**config.mk**
```make
export PLATFORM = sky130hd
export DESIGN_NAME = ansi_sgr_color_parser_flat
export DESIGN_NICKNAME = d
export VERILOG_FILES = /design/src/asgr_pkg.sv /design/src/asgr_in_if.sv /design/src/asgr_out_if.sv /design/src/ansi_sgr_color_parser.sv /design/src/flat_wrapper.sv
export SDC_FILE = /design/constraint.sdc
export NUM_CORES = 1
export LEC_CHECK = 0
export BUFFER_PORTS_ARGS = -buffer_cell sky130_fd_sc_hd__buf_2
export CAP_MARGIN = 20
export CORE_ASPECT_RATIO = 0.6
export CORE_UTILIZATION = 65
export CTS_CLUSTER_DIAMETER = 80
export CTS_CLUSTER_SIZE = 12
export DETAILED_ROUTE_END_ITERATION = 7
export PLACE_DENSITY_LB_ADDON = 0.1
export SYNTH_ARGS = -nofsm -noshare
export SYNTH_HDL_FRONTEND = slang
export SYNTH_SLANG_ARGS = --single-unit
```
**constraint.sdc**
```tcl
create_clock -name clk -period 8.95 [get_ports clk]
set_input_delay 0.4475 -clock clk [delete_from_list [all_inputs] [get_ports clk]]
set_output_delay 0.4475 -clock clk [all_outputs]
set_load 0.02 [all_outputs]
```
**src/asgr_pkg.sv**
```systemverilog
// Shared types, constants and helper functions of the ANSI SGR color parser.
// No dependencies; imported by the channel interfaces and the top level.
`default_nettype none

package asgr_pkg;

	// Field widths
	localparam int CHAR_W  = 8;
	localparam int COLOR_W = 4;
	localparam int MODE_W  = 3;

	// Attributes applied per sequence, and the counter that saturates there
	localparam int MAX_ATTRS = 5;
	localparam int ATTR_W    = $clog2(MAX_ATTRS + 1);

	// Parser modes
	localparam logic [MODE_W-1:0] MODE_IDLE  = 3'd0;
	localparam logic [MODE_W-1:0] MODE_ESC   = 3'd1;
	localparam logic [MODE_W-1:0] MODE_FIRST = 3'd2;
	localparam logic [MODE_W-1:0] MODE_LIST  = 3'd3;
	localparam logic [MODE_W-1:0] MODE_SKIP  = 3'd4;

	// Byte codes
	localparam logic [CHAR_W-1:0] BYTE_ESC      = 8'h1B;
	localparam logic [CHAR_W-1:0] BYTE_LBRACKET = 8'h5B;
	localparam logic [CHAR_W-1:0] BYTE_SEMI     = 8'h3B;
	localparam logic [CHAR_W-1:0] BYTE_M        = 8'h6D;
	localparam logic [CHAR_W-1:0] BYTE_S        = 8'h73;
	localparam logic [CHAR_W-1:0] BYTE_U        = 8'h75;
	localparam logic [CHAR_W-1:0] BYTE_ZERO     = 8'h30;
	localparam logic [CHAR_W-1:0] BYTE_NINE     = 8'h39;
	localparam logic [CHAR_W-1:0] CODE_MAX      = 8'hFF;

	// Colors
	localparam logic [COLOR_W-1:0] VGA_BLACK  = 4'd0;
	localparam logic [COLOR_W-1:0] COLOR_GREY = 4'd7;
	localparam logic [COLOR_W-1:0] VGA_WHITE  = 4'd15;
	localparam logic [COLOR_W-1:0] BRIGHT_BIT = 4'd8;

	// Event kinds
	localparam logic KIND_CHAR  = 1'b0;
	localparam logic KIND_COLOR = 1'b1;

	// SGR attribute codes
	localparam logic [CHAR_W-1:0] ATTR_RESET   = 8'd0;
	localparam logic [CHAR_W-1:0] ATTR_SWAP    = 8'd7;
	localparam logic [CHAR_W-1:0] ATTR_HIDE    = 8'd8;
	localparam logic [CHAR_W-1:0] ATTR_FG_LO   = 8'd30;
	localparam logic [CHAR_W-1:0] ATTR_FG_HI   = 8'd37;
	localparam logic [CHAR_W-1:0] ATTR_BG_LO   = 8'd40;
	localparam logic [CHAR_W-1:0] ATTR_BG_HI   = 8'd47;
	localparam logic [CHAR_W-1:0] ATTR_BFG_LO  = 8'd90;
	localparam logic [CHAR_W-1:0] ATTR_BFG_HI  = 8'd97;
	localparam logic [CHAR_W-1:0] ATTR_BBG_LO  = 8'd100;
	localparam logic [CHAR_W-1:0] ATTR_BBG_HI  = 8'd107;

	typedef struct packed {
		logic [COLOR_W-1:0] fg;
		logic [COLOR_W-1:0] bg;
	} color_pair_t;

	typedef struct packed {
		logic               event_kind;
		logic [CHAR_W-1:0]  char_code;
		logic [COLOR_W-1:0] fg_color;
		logic [COLOR_W-1:0] bg_color;
		logic               last_of_run;
	} result_t;

	// Map an ANSI color index to its VGA palette index
	function automatic logic [COLOR_W-1:0] vga_of_ansi(input logic [2:0] idx);
		logic [COLOR_W-1:0] v;
		case (idx)
			3'd0: v = 4'd0;
			3'd1: v = 4'd4;
			3'd2: v = 4'd2;
			3'd3: v = 4'd6;
			3'd4: v = 4'd1;
			3'd5: v = 4'd5;
			3'd6: v = 4'd3;
			3'd7: v = 4'd7;
			default: v = 4'd0;
		endcase
		return v;
	endfunction

	// Apply one SGR attribute to a pending color pair
	function automatic color_pair_t apply_attr(input logic [CHAR_W-1:0] a,
			input color_pair_t p);
		color_pair_t r;
		logic [CHAR_W-1:0] off;
		r   = p;
		off = '0;
		if (a == ATTR_RESET) begin
			r.fg = COLOR_GREY;
			r.bg = VGA_BLACK;
		end else if (a == ATTR_SWAP) begin
			r.fg = p.bg;
			r.bg = p.fg;
		end else if (a == ATTR_HIDE) begin
			r.fg = p.bg;
		end else if (a >= ATTR_FG_LO && a <= ATTR_FG_HI) begin
			off  = a - ATTR_FG_LO;
			r.fg = vga_of_ansi(off[2:0]);
		end else if (a >= ATTR_BFG_LO && a <= ATTR_BFG_HI) begin
			off  = a - ATTR_BFG_LO;
			r.fg = vga_of_ansi(off[2:0]) | BRIGHT_BIT;
		end else if (a >= ATTR_BG_LO && a <= ATTR_BG_HI) begin
			off  = a - ATTR_BG_LO;
			r.bg = vga_of_ansi(off[2:0]);
		end else if (a >= ATTR_BBG_LO && a <= ATTR_BBG_HI) begin
			off  = a - ATTR_BBG_LO;
			r.bg = vga_of_ansi(off[2:0]) | BRIGHT_BIT;
		end
		return r;
	endfunction

endpackage

`default_nettype wire

```
**src/asgr_in_if.sv**
```systemverilog
// Input channel of the ANSI SGR color parser: one text byte per item.
// Depends on asgr_pkg for field widths.
`default_nettype none

interface asgr_in_if import asgr_pkg::*; ();
	logic              valid;
	logic              ready;
	logic [CHAR_W-1:0] byte_value;
	logic              first_of_string;

	modport source (output valid, output byte_value, output first_of_string, input ready);
	modport sink   (input valid, input byte_value, input first_of_string, output ready);
endinterface

`default_nettype wire

```
**src/asgr_out_if.sv**
```systemverilog
// Output channel of the ANSI SGR color parser: one draw or color event per item.
// Depends on asgr_pkg for field widths.
`default_nettype none

interface asgr_out_if import asgr_pkg::*; ();
	logic               valid;
	logic               ready;
	logic               event_kind;
	logic [CHAR_W-1:0]  char_code;
	logic [COLOR_W-1:0] fg_color;
	logic [COLOR_W-1:0] bg_color;
	logic               last_of_run;

	modport source (output valid, output event_kind, output char_code, output fg_color,
		output bg_color, output last_of_run, input ready);
	modport sink   (input valid, input event_kind, input char_code, input fg_color,
		input bg_color, input last_of_run, output ready);
endinterface

`default_nettype wire

```
**src/ansi_sgr_color_parser.sv**
```systemverilog
// Top level of the ANSI SGR color parser: byte decode and result buffer.
// Depends on asgr_pkg, asgr_in_if and asgr_out_if.
`default_nettype none

// Accepts one text byte per clock, when the buffer has room, and emits
// draw-character and colors-changed events. Each byte is decoded in the cycle
// it is accepted; its events (zero to three) land in a three-entry result
// buffer that, while the output is ready, drains one event per cycle and so
// lets a stream with at most one event per byte run at one byte per clock. A
// new byte is taken when the buffer is empty or its last event leaves in the
// same cycle. Events reach the output the cycle after their byte is accepted.
module ansi_sgr_color_parser import asgr_pkg::*; (
	input  wire            clk,
	input  wire            arst_n,
	asgr_in_if.sink        text,
	asgr_out_if.source     events
);

	// Parser state
	logic [MODE_W-1:0]  mode_q;
	logic [CHAR_W-1:0]  accum_q;
	logic [ATTR_W-1:0]  attrs_q;
	color_pair_t        cur_q;
	color_pair_t        pend_q;

	// Result buffer
	result_t            res_q [3];
	logic [1:0]         res_cnt_q;

	// Decode outputs
	logic [MODE_W-1:0]  mode_d;
	logic [CHAR_W-1:0]  accum_d;
	logic [ATTR_W-1:0]  attrs_d;
	color_pair_t        cur_d;
	color_pair_t        pend_d;
	result_t            res_d [3];
	logic [1:0]         res_n_d;

	logic [CHAR_W-1:0]  b;
	logic               is_digit;
	logic [11:0]        digit_sum;
	logic [CHAR_W-1:0]  accum_next;
	logic               accept;
	logic               pop;

	function automatic result_t make_result(input logic kind, input logic [CHAR_W-1:0] ch,
			input color_pair_t c);
		result_t r;
		r.event_kind  = kind;
		r.char_code   = ch;
		r.fg_color    = c.fg;
		r.bg_color    = c.bg;
		r.last_of_run = 1'b0;
		return r;
	endfunction

	// Handshake
	assign pop          = events.valid && events.ready;
	assign text.ready   = (res_cnt_q == 2'd0) || (res_cnt_q == 2'd1 && events.ready);
	assign accept       = text.valid && text.ready;

	assign events.valid       = (res_cnt_q != 2'd0);
	assign events.event_kind  = res_q[0].event_kind;
	assign events.char_code   = res_q[0].char_code;
	assign events.fg_color    = res_q[0].fg_color;
	assign events.bg_color    = res_q[0].bg_color;
	assign events.last_of_run = res_q[0].last_of_run;

	// Decimal accumulate with saturation; digits only matter inside a sequence,
	// where the stored code is the one in force
	assign b          = text.byte_value;
	assign is_digit   = (b >= BYTE_ZERO) && (b <= BYTE_NINE);
	assign digit_sum  = 12'(accum_q) * 12'd10 + 12'(b - BYTE_ZERO);

	always_comb begin
		if (digit_sum > 12'(CODE_MAX)) begin
			accum_next = CODE_MAX;
		end else begin
			accum_next = digit_sum[CHAR_W-1:0];
		end
	end

	// Decode one byte: next state and the events it causes
	always_comb begin
		mode_d  = mode_q;
		accum_d = accum_q;
		attrs_d = attrs_q;
		cur_d   = cur_q;
		pend_d  = pend_q;
		res_n_d = 2'd0;
		for (int i = 0; i < 3; i++) begin
			res_d[i] = '0;
		end

		// New string: flush a pending escape, then report the reset colors
		if (text.first_of_string) begin
			if (mode_q == MODE_ESC) begin
				res_d[res_n_d] = make_result(KIND_CHAR, BYTE_ESC, cur_q);
				res_n_d        = res_n_d + 2'd1;
			end
			mode_d  = MODE_IDLE;
			accum_d = '0;
			attrs_d = '0;
			cur_d   = '{fg: VGA_WHITE, bg: VGA_BLACK};
			pend_d  = '{fg: VGA_WHITE, bg: VGA_BLACK};
			res_d[res_n_d] = make_result(KIND_COLOR, '0, cur_d);
			res_n_d        = res_n_d + 2'd1;
		end

		case (mode_d)
			MODE_ESC: begin
				if (b == BYTE_LBRACKET) begin
					mode_d  = MODE_FIRST;
					accum_d = '0;
					attrs_d = '0;
					pend_d  = cur_d;
				end else begin
					// Lone escape: draw it, then treat the byte as in idle
					res_d[res_n_d] = make_result(KIND_CHAR, BYTE_ESC, cur_d);
					res_n_d        = res_n_d + 2'd1;
					if (b == BYTE_ESC) begin
						mode_d = MODE_ESC;
					end else begin
						mode_d         = MODE_IDLE;
						res_d[res_n_d] = make_result(KIND_CHAR, b, cur_d);
						res_n_d        = res_n_d + 2'd1;
					end
				end
			end
			MODE_FIRST, MODE_LIST: begin
				if (is_digit) begin
					accum_d = accum_next;
				end else if (b == BYTE_SEMI || b == BYTE_M) begin
					// Apply the code unless the attribute count is used up
					if (attrs_d < ATTR_W'(MAX_ATTRS)) begin
						pend_d  = apply_attr(accum_d, pend_d);
						attrs_d = attrs_d + ATTR_W'(1);
					end
					accum_d = '0;
					if (b == BYTE_M) begin
						cur_d          = pend_d;
						mode_d         = MODE_IDLE;
						res_d[res_n_d] = make_result(KIND_COLOR, '0, cur_d);
						res_n_d        = res_n_d + 2'd1;
					end else begin
						mode_d = MODE_LIST;
					end
				end else if (mode_d == MODE_FIRST) begin
					if (b == BYTE_S || b == BYTE_U) begin
						mode_d = MODE_IDLE;
					end else begin
						mode_d = MODE_SKIP;
					end
				end
			end
			MODE_SKIP: begin
				if (b == BYTE_M) begin
					mode_d = MODE_IDLE;
				end
			end
			default: begin
				if (b == BYTE_ESC) begin
					mode_d = MODE_ESC;
				end else begin
					mode_d         = MODE_IDLE;
					res_d[res_n_d] = make_result(KIND_CHAR, b, cur_d);
					res_n_d        = res_n_d + 2'd1;
				end
			end
		endcase

		// Mark the last event of this byte
		for (int i = 0; i < 3; i++) begin
			res_d[i].last_of_run = (2'(i) == res_n_d - 2'd1);
		end
	end

	// Parser state registers
	always_ff @(posedge clk or negedge arst_n) begin
		if (!arst_n) begin
			mode_q  <= MODE_IDLE;
			accum_q <= '0;
			attrs_q <= '0;
			cur_q   <= '{fg: VGA_WHITE, bg: VGA_BLACK};
			pend_q  <= '{fg: VGA_WHITE, bg: VGA_BLACK};
		end else if (accept) begin
			mode_q  <= mode_d;
			accum_q <= accum_d;
			attrs_q <= attrs_d;
			cur_q   <= cur_d;
			pend_q  <= pend_d;
		end
	end

	// Result buffer count
	always_ff @(posedge clk or negedge arst_n) begin
		if (!arst_n) begin
			res_cnt_q <= 2'd0;
		end else if (accept) begin
			res_cnt_q <= res_n_d;
		end else if (pop) begin
			res_cnt_q <= res_cnt_q - 2'd1;
		end
	end

	// Result buffer payload: load a new batch or advance by one
	always_ff @(posedge clk) begin
		if (accept) begin
			res_q[0] <= res_d[0];
			res_q[1] <= res_d[1];
			res_q[2] <= res_d[2];
		end else if (pop) begin
			res_q[0] <= res_q[1];
			res_q[1] <= res_q[2];
		end
	end

endmodule

`default_nettype wire
```
**src/flat_wrapper.sv**
```systemverilog
// flat-port wrapper written by rule: the top's interface ports become plain ports
module ansi_sgr_color_parser_flat import asgr_pkg::*;
  (clk, arst_n, text_valid, text_byte_value, text_first_of_string, text_ready, events_valid, events_event_kind, events_char_code, events_fg_color, events_bg_color, events_last_of_run, events_ready);
  asgr_in_if text_i ();
  asgr_out_if events_i ();
  input  wire clk;
  input  wire arst_n;
  input wire logic [$bits(text_i.valid)-1:0] text_valid;
  input wire logic [$bits(text_i.byte_value)-1:0] text_byte_value;
  input wire logic [$bits(text_i.first_of_string)-1:0] text_first_of_string;
  output wire logic [$bits(text_i.ready)-1:0] text_ready;
  output wire logic [$bits(events_i.valid)-1:0] events_valid;
  output wire logic [$bits(events_i.event_kind)-1:0] events_event_kind;
  output wire logic [$bits(events_i.char_code)-1:0] events_char_code;
  output wire logic [$bits(events_i.fg_color)-1:0] events_fg_color;
  output wire logic [$bits(events_i.bg_color)-1:0] events_bg_color;
  output wire logic [$bits(events_i.last_of_run)-1:0] events_last_of_run;
  input wire logic [$bits(events_i.ready)-1:0] events_ready;
  assign text_i.valid = text_valid;
  assign text_i.byte_value = text_byte_value;
  assign text_i.first_of_string = text_first_of_string;
  assign text_ready = text_i.ready;
  assign events_valid = events_i.valid;
  assign events_event_kind = events_i.event_kind;
  assign events_char_code = events_i.char_code;
  assign events_fg_color = events_i.fg_color;
  assign events_bg_color = events_i.bg_color;
  assign events_last_of_run = events_i.last_of_run;
  assign events_i.ready = events_ready;
  ansi_sgr_color_parser u_core (.clk(clk), .arst_n(arst_n), .text(text_i), .events(events_i));
endmodule
```
==> results of run 1 <==
## power groups by stage
stage | logic [uW] | clock network [uW] | registers, uW
after floorplan | 322 | 0 | 598
after global placement | 381 | 0 | 605
after detailed placement | 389 | 0 | 608
after CTS | 393 | 367 | 601
after global routing | 435 | 382 | 613
final | 395 | 367 | 603
## metal layers
metal	global-route usage [%]	vias up
li1	-	2468
met4	8.07	0
met5	0	-
met2	48.6	273
met1	48.3	2480
met3	6.53	21
## through the flow
stage          hold WS, ns  total power [uW]  util (%)  cells  area (um^2)
2_1_floorplan        0.152               920         -    675         6020
3_3_place_gp         0.493               986      69.9    775         6100
3_5_place_dp         0.505               998      69.9    775         6100
4_1_cts              0.197              1360      73.3    791         6390
5_1_grt              0.222              1430      73.3    791         6390
6_report             0.157              1360      73.3    791         6390
## layout make-up
cell class              instances  area [um^2]  share of cell area [%]
multi-input cells             517         3240                    50.8
flip-flops and latches         86         2430                    38.1
clock inverters                 6         53.8                   0.842
repair buffers                 36          190                    2.98
well taps                     112          140                    2.19
inverters                      24         90.1                    1.41
clock buffers                  10          239                    3.74
## state kept, by name, summed over array words and instances, names as in the netlist
signal	flops
u_core.res_q	54
u_core.res_cnt_q	2
u_core.pend_q	8
u_core.cur_q	8
u_core.attrs_q	3
u_core.accum_q	8
u_core.mode_q	3
## how the worst min path moves through the flow
stage / start / cells past startpoint / slack, ns / end
2_1_floorplan: arst_n / 0 / 0.15 / u_core.accum_q[0]
3_3_place_gp: u_core.attrs_q[2] / 2 / 0.49 / u_core.attrs_q[2]
3_5_place_dp: u_core.res_q[0][32] / 2 / 0.50 / u_core.res_q[0][14]
4_1_cts: arst_n / 1 / 0.20 / u_core.attrs_q[1]
5_1_grt: arst_n / 1 / 0.22 / u_core.attrs_q[0]
6_report: arst_n / 1 / 0.16 / u_core.attrs_q[1]
## layout by cell type (no fill, tap or decap), types with 5 or more instances in the layout
cell,Yosys,routed
nand2b_1,11,11
mux2i_1,5,5
or3_1,5,5
nand2_1,72,72
nor4_1,10,10
buf_2,3,32
nor2_1,64,64
nor3_1,14,14
xor2_1,5,5
a31oi_1,7,7
and3_1,5,5
o21ai_0,63,63
and2_1,6,6
o21a_1,15,15
edfxtp_1,54,54
conb_1,1,5
xnor2_1,10,10
dfstp_2,8,8
nand3_1,21,21
a22o_1,13,13
a21oi_1,46,45
inv_1,24,24
clkbuf_16,0,9
a22oi_1,6,6
a21o_1,8,8
o211ai_1,9,9
dfrtp_1,24,24
a211oi_1,5,5
ha_1,30,30
nor2b_1,12,12
## worst register-to-register path, cell delays in order (launching register included)
cell and delay, ns:
dfrtp_1 0.68, ha_1 0.34, ha_1 0.22, inv_1 0.08
fa_1 0.21, nor2_1 0.06, o21ai_0 0.14, nand2b_1 0.11
a21o_1 0.18, a21oi_1 0.17, xnor2_1 0.09, ha_1 0.38
o21ai_0 0.11, or3_1 0.31, a221o_1 0.43, or4_1 0.52
a32o_1 0.28
## cells by family (layout without fill, tap and decap cells)
family | Yosys count | in the layout | synth area share (%)
and+or+nand+nor | 242 | 242 | 19.8
AOI/OAI and AO/OA | 217 | 217 | 23.7
DFF | 86 | 86 | 40.5
buffers and inverters | 72 | 76 | 5.81
adders and majority gates | 32 | 32 | 6.92
xor gates and xnor gates | 15 | 15 | 2.19
muxes | 6 | 6 | 1.02
other | 1 | 5 | 0.0624
==> reports/summary.txt, run 1 <==
Vias per cell = 6.63
Setup Buffers After CTS = 0
Final Hold Fails = 0
Share of layout cells above drive strength 1 = 11.9%
Inserted Clock Buffers = 9
First-pass GRT wire length = 24.6 mm
Fraction of registers with async set/reset = 37.2%
Critical Path RT = 9.19 ns
Top sig layer = met4
Die area = 0.00964 mm^2
Switching power = 471 uW
Pre-CTS setup slack = 4.60 ns
DP HPWL = 10.7 mm
Wl on met1 = 7.05 mm
Largest net degree at the start of global routing = 58
Sw Ratio = 34.5%
Post-synth EDFFs = 54
Die Span X = 126 um
Largest stage delay, worst path = 0.68 ns
Outcome = finished, final reports clean
Logic gate share of total power = 29.0%
Slew HR = 34.2%
Sequential share of the synthesized area = 40.5%
Worst-path fanout max = 18
Final GP Congestion = 0.897
Clk slew on worst S/H paths = 0.07 ns
Slew @ Worst Pin = 0.987 ns
Leakage Power = 0.00258 uW
CP max-delay cell = dfrtp_1
Period minus WS final = 4.41 ns
Area grow syn2layout = 6.38%
Dominant cell by count in the synthesized netlist = nand2_1
# H-tree levels = 3
Period utilization = 49.3%
Synth area leader = edfxtp_1
Hold_buf cts = 0
Fmax = 227 MHz
Total of max-cap violations = 0
Row count = 26
Met2 wire len = 6.52 mm
Unique masters post-synth = 70
N_diodes = 0
Syn Inst Count = 671
Mapped Avg Cell Area = 8.95 um^2
CP arrival = 4.65 ns
Die Ht = 76.5 um
Setup TNS = 0 ns
Final net count = 719
Area contributors post-synth = edfxtp_1, dfrtp_1, ha_1
Slew Limit Fails = 0
Int Pwr = 893 uW
Power Dens Cells = 214 mW/mm^2
Worst path depth = 16
Post-Route WL = 15.0 mm
Cell Area, Synth = 0.00601 mm^2
Initial antenna violation count = 0
CP Launch Point = u_core.accum_q[3]
Worst path cell trace = ha_1 > ha_1 > inv_1 > fa_1 > nor2_1 > o21ai_0 > nand2b_1 > a21o_1 > a21oi_1 > xnor2_1 > ha_1 > o21ai_0 > or3_1 > a221o_1 > or4_1 > a32o_1
Reg-to-reg slack, setup = 4.54 ns
Final setup fails = 0
Initial core utilization = 68.9%
Crit path capture type = flop
VDD IR max = 0.190 mV
WS Path Type = flop to flop
Number of buffers on the longest clock path = 2
R2r worst-path depth = 16
Root buf cell = clkbuf_16
Setup crit end = u_core.accum_q[5]
Yosys reg bits = 86
# DRC = 0
Gr usage total = 32.5%
HP Class = input pin to asynchronous set/reset pin
Clk Latency, worst-skew pair = 0.35 ns
Clock power share = 26.9%
Met3 wire length = 1.28 mm
Setup WS post-layout = 4.54 ns
I/O pins = 33
Worst reg2reg endpoint = u_core.accum_q[5]
Fill cell count = 645
1st-pass router iterations = 6
Cell mode on critical path = ha_1
Routed via count = 5242
Num Clock Sinks = 86
Yosys warns = 0
Worst reg2reg startpoint = u_core.accum_q[3]
Drt wl/cell = 19.0 um
Clock skew = 0.00729 ns
Worst setup SP type = flop
Sequential share of power = 44.2%
Initial drt markers = 709
CTS tree = built
CORE AREA = 0.00872 mm^2
Top FF cell, synth = edfxtp_1
RSZ-0062 raised after global routing = no
Cell family with most CP delay = compound AO/OA/AOI/OAI gates
CP bufs+invs = 1
Commonest cells in the synthesized netlist = nand2_1, nor2_1, o21ai_0
GR Overflow Total = 0
Final ANT Viol Nets = 0
Cts repair resizes = 0
Vias in the first global route = 4821
Top-area cell type share of the netlist area = 27.0%
Port bufs = 32
Power figures use the tool's default switching activity.
==> inputs of run 2 (changes only) <==
Settings changed: CORE_UTILIZATION 65 to 62.
Clock period 8.95 ns to 4.32 ns, I/O delays scaled along.
==> run 2 against run 1 <==
Cell area up 1.8%. First-iteration DRC count fell by 5.8%. Hold slack improved by 0.15 ns. Clock power is 100% higher. Flip-flop and latch count did not move. Critical endpoint unchanged. Largest cell class unchanged. Highest routed layer is now met5.
==> reports/summary.txt, run 2 (synthesized netlist as in run 1, its figures left out) <==
Outcome = finished, final reports clean
Gr usage total = 32.2%
# H-tree levels = 3
1st-pass router iterations = 7
Worst setup SP type = flop
CP max-delay cell = or4_1
RSZ-0062 raised after global routing = no
I/O pins = 33
CORE AREA = 0.00929 mm^2
Initial core utilization = 64.6%
Period minus WS final = 4.08 ns
Filler-free cell count of the finished design = 821
Final setup fails = 0
Reg with most FFs = u_core.res_q
Placed insts = 804
Die area = 0.0101 mm^2
WS Path Type = flop to flop
Largest stage delay, worst path = 0.49 ns
CTS tree = built
Multi-input gate area = 0.00325 mm^2
Final Hold Fails = 0
Largest net degree at the start of global routing = 41
Drt wl/cell = 18.7 um
Vias per cell = 6.56
Fill cell count = 728
Hold WS = 0.308 ns
Cell mode on critical path = ha_1
Clk slew on worst S/H paths = 0.07 ns
GR Overflow Total = 0
VDD IR max = 0.378 mV
Setup TNS = 0 ns
Pre-CTS setup slack = 0.283 ns
Setup Buffers After CTS = 0
N_diodes = 0
DP HPWL = 11.2 mm
Slew @ Worst Pin = 0.991 ns
Final net count = 731
Fmax = 245 MHz
Leakage Power = 0.00264 uW
Initial antenna violation count = 1
Inserted Clock Buffers = 9
CP arrival = 4.31 ns
# DRC = 0
Post-layout instance area = 0.00650 mm^2
Worst-path fanout max = 8
Slew HR = 33.8%
Total of max-cap violations = 0
Number of buffers on the longest clock path = 2
Final ANT Viol Nets = 0
Power Dens Cells = 434 mW/mm^2
First-pass GRT wire length = 25.0 mm
Register area = 0.00243 mm^2
Final GP Congestion = 0.903
Row count = 27
Initial drt markers = 668
Routed via count = 5386
Crit path capture type = flop
Most common cell after layout, fill and taps aside = nand2_1
Num Clock Sinks = 86
Clock skew = 0.00883 ns
Worst path cell trace = ha_1 > ha_1 > inv_1 > fa_1 > nor2_1 > o21ai_0 > nand2b_1 > a21o_1 > a21oi_1 > xnor2_1 > ha_1 > o21ai_0 > or3_1 > a221o_2 > or4_1 > a32o_1
Slew Limit Fails = 0
Root buf cell = clkbuf_16
Period utilization = 94.4%
Critical Path RT = 4.55 ns
Setup WS post-layout = 0.242 ns
Most frequent cells in the layout = nand2_1, nor2_1, o21ai_0
Die Span X = 129 um
Number of flip-flops in the largest register = 54
Area grow syn2layout = 8.27%
Area after DPL = 0.00621 mm^2
Share of layout cells above drive strength 1 = 13.5%
Vias in the first global route = 4955
Die Ht = 78.2 um
HP Class = input pin to flop
Port bufs = 32
Post-Route WL = 15.4 mm
Clk Latency, worst-skew pair = 0.34 ns
==> run 2: cell types whose count changed in the layout (fill, tap and decap cells not counted), sizes merged <==
cell         change
buf             +11
clkinvlp         -1
dlygate4sd3      +1
inv              +1
==> run 2: final cells by class <==
type	count	area share (%)
tap	130	2.50
timing repair buffer	48	4.35
clock buffer	10	3.52
sequential	86	37.4
multi-input combinational	517	50.0
inverter	24	1.39
clock inverter	6	0.808
==> run 2: path summary, 6_finish.rpt <==
path / start / end / slack (ns) / depth (start not counted)
max in group asynchronous: arst_n / u_core.accum_q[4] / 3.30 / 2
setup reg to reg: u_core.accum_q[3] / u_core.accum_q[5] / 0.24 / 16
setup / recovery: u_core.accum_q[3] / u_core.accum_q[5] / 0.24 / 16
hold / removal: text_byte_value[0] / u_core.res_q[1][9] / 0.31 / 2
min in group asynchronous: arst_n / u_core.attrs_q[2] / 0.48 / 2
hold reg to reg: u_core.res_q[0][32] / u_core.res_q[0][14] / 0.51 / 2
==> run 2: power by group <==
| group | switching, uW | internal, uW |
|---|---|---|
| Clock | 334 | 399 |
| Combinational | 546 | 292 |
| Sequential | 93.4 | 1150 |
| Total | 974 | 1850 |
==> run 2: through the flow <==
step / utilization, % / total power, uW
5_1_grt: 70.0 / 2960
4_1_cts: 70.0 / 2820
2_1_floorplan: - / 1910
6_report: 70.0 / 2820
3_5_place_dp: 66.8 / 2090
3_3_place_gp: 66.8 / 2060
==> run 2: per-layer routing <==
| layer | global-route usage [%] | vias up | part of all wire [%] | routed length [um] |
|---|---|---|---|---|
| met3 | 8.18 | 30 | 10 | 1550 |
| li1 | - | 2489 | - | - |
| met2 | 47.2 | 307 | 43 | 6620 |
| met5 | 0 | - | 0.078 | 12 |
| met1 | 47.3 | 2558 | 46 | 7010 |
| met4 | 8.00 | 2 | 1.2 | 187 |
==> run 2: what timing repair did <==
item / in CTS / in global routing
hold buffers: 1 / 0
hold endpoints to repair: 24 / 0
endpoints found under the setup margin: 0 / 2
gates resized for setup: 0 / 2
==> run 2: critical path: cells and delay by family (launching register included) <==
kind / cells / cell delay [ns]
compound gates: 6 / 1.06
xor+xnor: 1 / 0.14
fa+ha+maj: 4 / 1.23
buf+inv: 1 / 0.06
flops: 1 / 0.44
simple gates: 4 / 1.03
